$ cat config.mk
export PLATFORM = sky130hd
export DESIGN_NAME = mdr_div_step
export DESIGN_NICKNAME = d
export VERILOG_FILES = /design/src/rtl/mdr_pkg.sv /design/src/rtl/mdr_div_step.sv
export SDC_FILE = /design/constraint.sdc
export NUM_CORES = 1
export LEC_CHECK = 0
export ABC_AREA = 1
export BUFFER_PORTS_ARGS = -buffer_cell sky130_fd_sc_hd__buf_2
export CORE_ASPECT_RATIO = 1.1
export CORE_MARGIN = 8
export CORE_UTILIZATION = 32
export CTS_BUF_LIST = sky130_fd_sc_hd__clkbuf_8
export DETAILED_ROUTE_END_ITERATION = 8
export PLACE_DENSITY = 0.62
export SETUP_SLACK_MARGIN = 0.3
export SLEW_MARGIN = 20
export SYNTH_ARGS = -nofsm -noshare
export SYNTH_HDL_FRONTEND = slang
export SYNTH_SLANG_ARGS = --single-unit
$ cat constraint.sdc
create_clock -name clk -period 1.7 [get_ports clk]
set_input_delay 0.085 -clock clk [delete_from_list [all_inputs] [get_ports clk]]
set_output_delay 0.085 -clock clk [all_outputs]
set_load 0.02 [all_outputs]
$ cat src/rtl/mdr_pkg.sv
// Shared types for the rounded multiply-divide pipeline.
package mdr_pkg;

  typedef struct packed {
    logic valid;
    logic neg;
    logic ovf;
  } mdr_ctl_t;

endpackage

$ cat src/rtl/mdr_div_step.sv
// One registered restoring-division step: a trial subtract and a quotient bit.
module mdr_div_step #(
  parameter int DATA_WIDTH = 32
) (
  input  logic                  clk,
  input  logic                  rst_n,
  input  mdr_pkg::mdr_ctl_t     ctl_i,
  input  logic [DATA_WIDTH-1:0] rem_i,
  input  logic [DATA_WIDTH-1:0] lq_i,
  input  logic [DATA_WIDTH-1:0] dvs_i,
  output mdr_pkg::mdr_ctl_t     ctl_o,
  output logic [DATA_WIDTH-1:0] rem_o,
  output logic [DATA_WIDTH-1:0] lq_o,
  output logic [DATA_WIDTH-1:0] dvs_o
);

  mdr_pkg::mdr_ctl_t     ctl_r;
  logic [DATA_WIDTH-1:0] rem_r, rem_nxt;
  logic [DATA_WIDTH-1:0] lq_r, lq_nxt;
  logic [DATA_WIDTH-1:0] dvs_r;
  logic [DATA_WIDTH:0]   trial;
  logic [DATA_WIDTH:0]   diff;
  logic                  ge;

  // lq holds the unconsumed low dividend bits on top, quotient bits shift in below
  always_comb begin
    trial   = {rem_i, lq_i[DATA_WIDTH-1]};
    diff    = trial - {1'b0, dvs_i};
    ge      = trial >= {1'b0, dvs_i};
    rem_nxt = ge ? diff[DATA_WIDTH-1:0] : trial[DATA_WIDTH-1:0];
    lq_nxt  = {lq_i[DATA_WIDTH-2:0], ge};
  end

  always_ff @(posedge clk) begin
    if (!rst_n) begin
      ctl_r <= '0;
    end else begin
      ctl_r <= ctl_i;
    end
  end

  always_ff @(posedge clk) begin
    rem_r <= rem_nxt;
    lq_r  <= lq_nxt;
    dvs_r <= dvs_i;
  end

  assign ctl_o = ctl_r;
  assign rem_o = rem_r;
  assign lq_o  = lq_r;
  assign dvs_o = dvs_r;

endmodule
After elaboration in Yosys (flattened, before gate mapping)
Index checks and enable logic that the tools add are counted.
- memories: 0
- flip-flop bits (word level): 99
- latch bits: 0
- bits in read-only memories: 0
- bits in writable memories: 0
- mux-type cells: 1
- $add $sub $neg: 1
- bitwise operators: 0
- multipliers: 0
- shifts and indexed selects: 0
- divide/modulo/power cells: 0
- equal/unequal tests: 0
- magnitude comparators: 1
- reductions and logical operators: 0
- operators with widths (cell ; count):
    $ge 33x32->1 ; 1
    $mux 32 ; 1
    $sub 32x32->32 ; 1

Depth between registers and ports, before layout
- word-level depth: 2
- gate-level depth with buffers: 16
- depth with buffers taken out: 14

Worst setup path after synthesis
OpenSTA, ideal clock, no wires.
- path kind: input -> register
- start: input port lq_i[31]
- end: register rem_r[16] (netlist: rem_o[16])
- data required time: 1588 ps
- slack: 141 ps
- arrival: 1447 ps
- stages: 13
- setup time: 112 ps
- cells stage by stage: inv_1 ha_1 fa_1 inv_1 nand3_1 nand3_1 nand2_1 nand3_1 nand3_1 nand2_1 nand2_1 nand3_2 nand2_1
- word-level cells in the longest chain between the ends: 2
- elaborated cells on any way between the ends: 3
- RTL lines (element ; RTL line ; text):
    start: declaration ; mdr_div_step.sv:9 ; input logic [DATA_WIDTH-1:0] lq_i,
    $sub 32x32->32 or $ge 33x32->1 (tied branches) ; mdr_div_step.sv:28, mdr_div_step.sv:29 ;
    $mux 32 * ; mdr_div_step.sv:30 ; rem_nxt = ge ? diff[DATA_WIDTH-1:0] : trial[DATA_WIDTH-1:0];
    net rem_nxt[16] ; mdr_div_step.sv:18 ; logic [DATA_WIDTH-1:0] rem_r, rem_nxt;
    end signal: assignment ; mdr_div_step.sv:43 ; rem_r <= rem_nxt;
    end: declaration ; mdr_div_step.sv:18 ;
Mark *: on every way through the listed nets, which the timed path passes. The rest lies on a longest branch.
A chain may end at the register's enable or synchronous reset.

Worst setup path after layout
- start: input port dvs_i[13]
- end: register rem_r[14] (netlist: rem_o[14])
- word-level cells in the longest chain between the ends: 2
- elaborated cells on any way between the ends: 3
- RTL lines (element ; RTL line ; text):
    start: declaration ; mdr_div_step.sv:10 ; input logic [DATA_WIDTH-1:0] dvs_i,
    $sub 32x32->32 or $ge 33x32->1 (tied branches) ; mdr_div_step.sv:28, mdr_div_step.sv:29 ;
    $mux 32 * ; mdr_div_step.sv:30 ;
    net rem_nxt[14] ; mdr_div_step.sv:18 ;
Marks and branches as above.

==> metrics.log <==
INFO  metric critPathLaunchType = primary input
INFO  metric cts_tree = done
INFO  metric antenna_violating_nets_post_route = 0
INFO  metric clock_sink_count = between 90 and 100
INFO  metric post-synth-top-area-cell = dfxtp_1
INFO  metric routed-via-count = approximately 5800
INFO  metric worst-slew-pin-transition = ~0.25 ns
INFO  metric p_leak = roughly 4.8 nW
INFO  metric hold_path_startpoint = dvs_i[0]
INFO  metric yosys_register_bits = just under 100
INFO  metric dp_slack = -0.1579 ns
INFO  metric highest_net_fanout_along_the_worst_path = 4
INFO  metric p_per_area = 741.5 nW/um^2
INFO  metric die-height = 149.6 um
INFO  metric grt_use_total = ~17%
INFO  metric final_cells = roughly 1300
INFO  metric drt_iter0_markers = approximately 200
INFO  metric worst_hold_check_slack = 0.1469 ns
INFO  metric max-cap-violations = 0
INFO  metric placementRows = slightly below 50
INFO  metric critical_path.endpoint_type = flip-flop
INFO  metric num_io_pins = 200
INFO  metric setup_slack = around 0.37 ns
INFO  metric cts_htree_levels = 3
INFO  metric overflow = 0
INFO  metric slew_viol_final = 0
INFO  metric layout_min_cycle_time = 1.328 ns
INFO  metric final_core_util = 54.71%
INFO  metric buffer_ports.inserted = about 200
INFO  metric route.detailed.wl_per_inst = between 10 and 15 um
INFO  metric clockBufferDepth = 2
INFO  metric starting_density = roughly a third
INFO  metric synth.yosys.warnings = 0
INFO  metric async_reset_ff_share = 0%
INFO  metric placed_cells = about 1200
INFO  metric irDropWorstVdd = approximately 0.32 mV
INFO  metric crit_start = dvs_i[13]
INFO  metric floorplan.core_area = ~16000 um^2
INFO  metric syn-mean-instance-area = approximately 7 um^2
INFO  metric grt_pass1_wl = about 28000 um
INFO  metric detailedPlacementHpwl = about 14000 um
INFO  metric yosys.cell_count.top_type = nand2_1
INFO  metric number_of_hold_slack_violations_in_the_final_timing_report = 0
INFO  metric worst_hold_path_type = in2reg
INFO  metric drc_errors = 0
INFO  metric antenna_violations_before_repair = 0
INFO  metric final_min_period_over_clock_period = roughly four fifths
INFO  metric finalSetupViolCount = 0
INFO  metric setup.worst_path.class = in2reg
INFO  metric max_clock_freq = between 700 and 800 MHz
INFO  metric critical_path_arrival = about 1.6 ns
INFO  metric status = finished clean
INFO  metric yosys_most_used_dff = dfxtp_1
INFO  metric maximum_number_of_pins_on_one_net_before_global_route_repair = 21
INFO  metric post_synth_most_frequent_cells = 280 x nand2_1, 152 x inv_1, 99 x dfxtp_1, 51 x nand3_1, 37 x nor2_1
INFO  metric avgViaCountPerCell = between 4 and 5
INFO  metric final_layout_size_suffix_gt1_share = about 37%
INFO  metric fin_nets = about 1300
INFO  metric sum_of_negative_setup_slack = 0 ns
INFO  metric tritoncts.num_buffers = 9
INFO  metric first_global_vias = between 5000 and 6000
INFO  metric netlist_area = ~5200 um^2
INFO  metric antenna-diode-count = 0
INFO  metric gp_routability_congestion = a little under 0.9
INFO  metric synth.area.top_cells = dfxtp_1 38%, nand2_1 20%, inv_1 11%
INFO  metric netlist_instances = ~760
INFO  metric totalWireLength = 18480 um
INFO  metric synth_nets = 891
INFO  metric clock_tree.root_cell = clkbuf_8
INFO  metric yosysTopAreaCellShare = 38.16%
INFO  metric yosysSeqAreaShare = 38.16%
INFO  metric worst-endpoint-required = a little under 2 ns
INFO  metric area_growth = 69.84%
INFO  metric maxSlewHeadroom = between 80% and 90%
INFO  metric post_cts_clock_slew_at_the_launch_and_capture_registers_of_the_worst_setup_and_hold_paths = ~0.10 ns
INFO  metric die_area = between 20000 and 25000 um^2
INFO  metric grt_setup_unrepaired = false
INFO  metric synth.lib_cells_used.distinct = 29
INFO  metric die_width = 137.5 um
INFO  metric synth_enable_flop_cells = 0
INFO  metric drt_first_pass_iters = 4
[final cells by class]
class	count	area [um^2]
clock buffers	9	123.9
clock inverters	7	52.55
fillers	1543	7303
inverters	155	594.3
multi-input cells	493	3126
flip-flops and latches	99	1982
well taps	204	255.2
repair buffers	382	2688
[metal layers]
layer	vias up	global-route usage [%]	part of all wire, %
li1	3039	-	-
met1	2596	19.92	42
met2	143	30.81	49
met3	27	4.433	7.0
met4	0	6.036	2.0
met5	-	0	0
[metrics by stage]
stage               cell area, um^2  total power, mW
floorplan                      5371            3.911
global placement               7158            4.771
detailed placement             7158            4.795
CTS                            8352            6.464
global route                   8821            6.996
finish                         8821            6.541
[worst paths after layout]
kind,endpoint,cells past startpoint
max,rem_o[14],13
min,rem_o[0],5
[critical path, cell delays in order]
cell and delay [ns]:
buf_2 0.12, inv_1 0.05, ha_2 0.29, nand2_2 0.10
inv_1 0.05, nand2_1 0.09, inv_1 0.06, a21oi_1 0.25
nand2_4 0.12, buf_4 0.15, xor2_1 0.13, nand2_1 0.07
nand2_1 0.05
[cells in the final DEF, fill, tap and decap left out, types with 4 or more instances in the layout]
master / synthesis / layout
dlygate4sd3_1: 0 / 101
dfxtp_1: 99 / 99
nand3_2: 17 / 21
inv_1: 152 / 147
buf_4: 0 / 76
nand2_2: 3 / 26
a21oi_2: 0 / 6
nor2_4: 1 / 4
nor3_1: 6 / 4
buf_2: 7 / 198
nor2_2: 2 / 18
a21oi_1: 21 / 15
inv_2: 3 / 8
and2_1: 8 / 8
nand3_1: 51 / 47
nand3b_1: 10 / 10
nor2_1: 37 / 18
clkbuf_8: 0 / 9
ha_4: 0 / 29
nand2_1: 280 / 255
xor2_1: 13 / 13
[logic make-up (layout without fill, tap and decap cells)]
kind of cell	count (synthesis)	in the layout	synth area share, %
AND/OR/NAND/NOR	422	422	36.26
adder cells (fa/ha/maj)	33	33	8.094
XOR/XNOR	14	14	2.361
flip-flops	99	99	38.16
AO/OA/AOI/OAI	24	24	2.361
buffers and inverters	165	553	12.77
[state kept, by name, indices dropped and copies added (netlist names)]
name,cells
lq_o,32
dvs_o,32
rem_o,32
ctl_o,3
[repair_timing]
item | CTS | global route
hold buffers | 101 | 0
pin swaps | 0 | 16
buffers inserted | 0 | 3
hold endpoints to repair | 98 | 0
resized for setup | 2 | 81
endpoints found under the setup margin | 10 | 33
gates cloned | 0 | 1
[report_power, final]
| part | internal [mW] | leakage, nW | switching [mW] |
|---|---|---|---|
| clock | 0.545 | 0.0894 | 0.894 |
| combinational | 1.12 | 3.87 | 1.38 |
| sequential | 2.55 | 0.835 | 0.0494 |
Note: power is estimated with default switching activity, not from simulation.
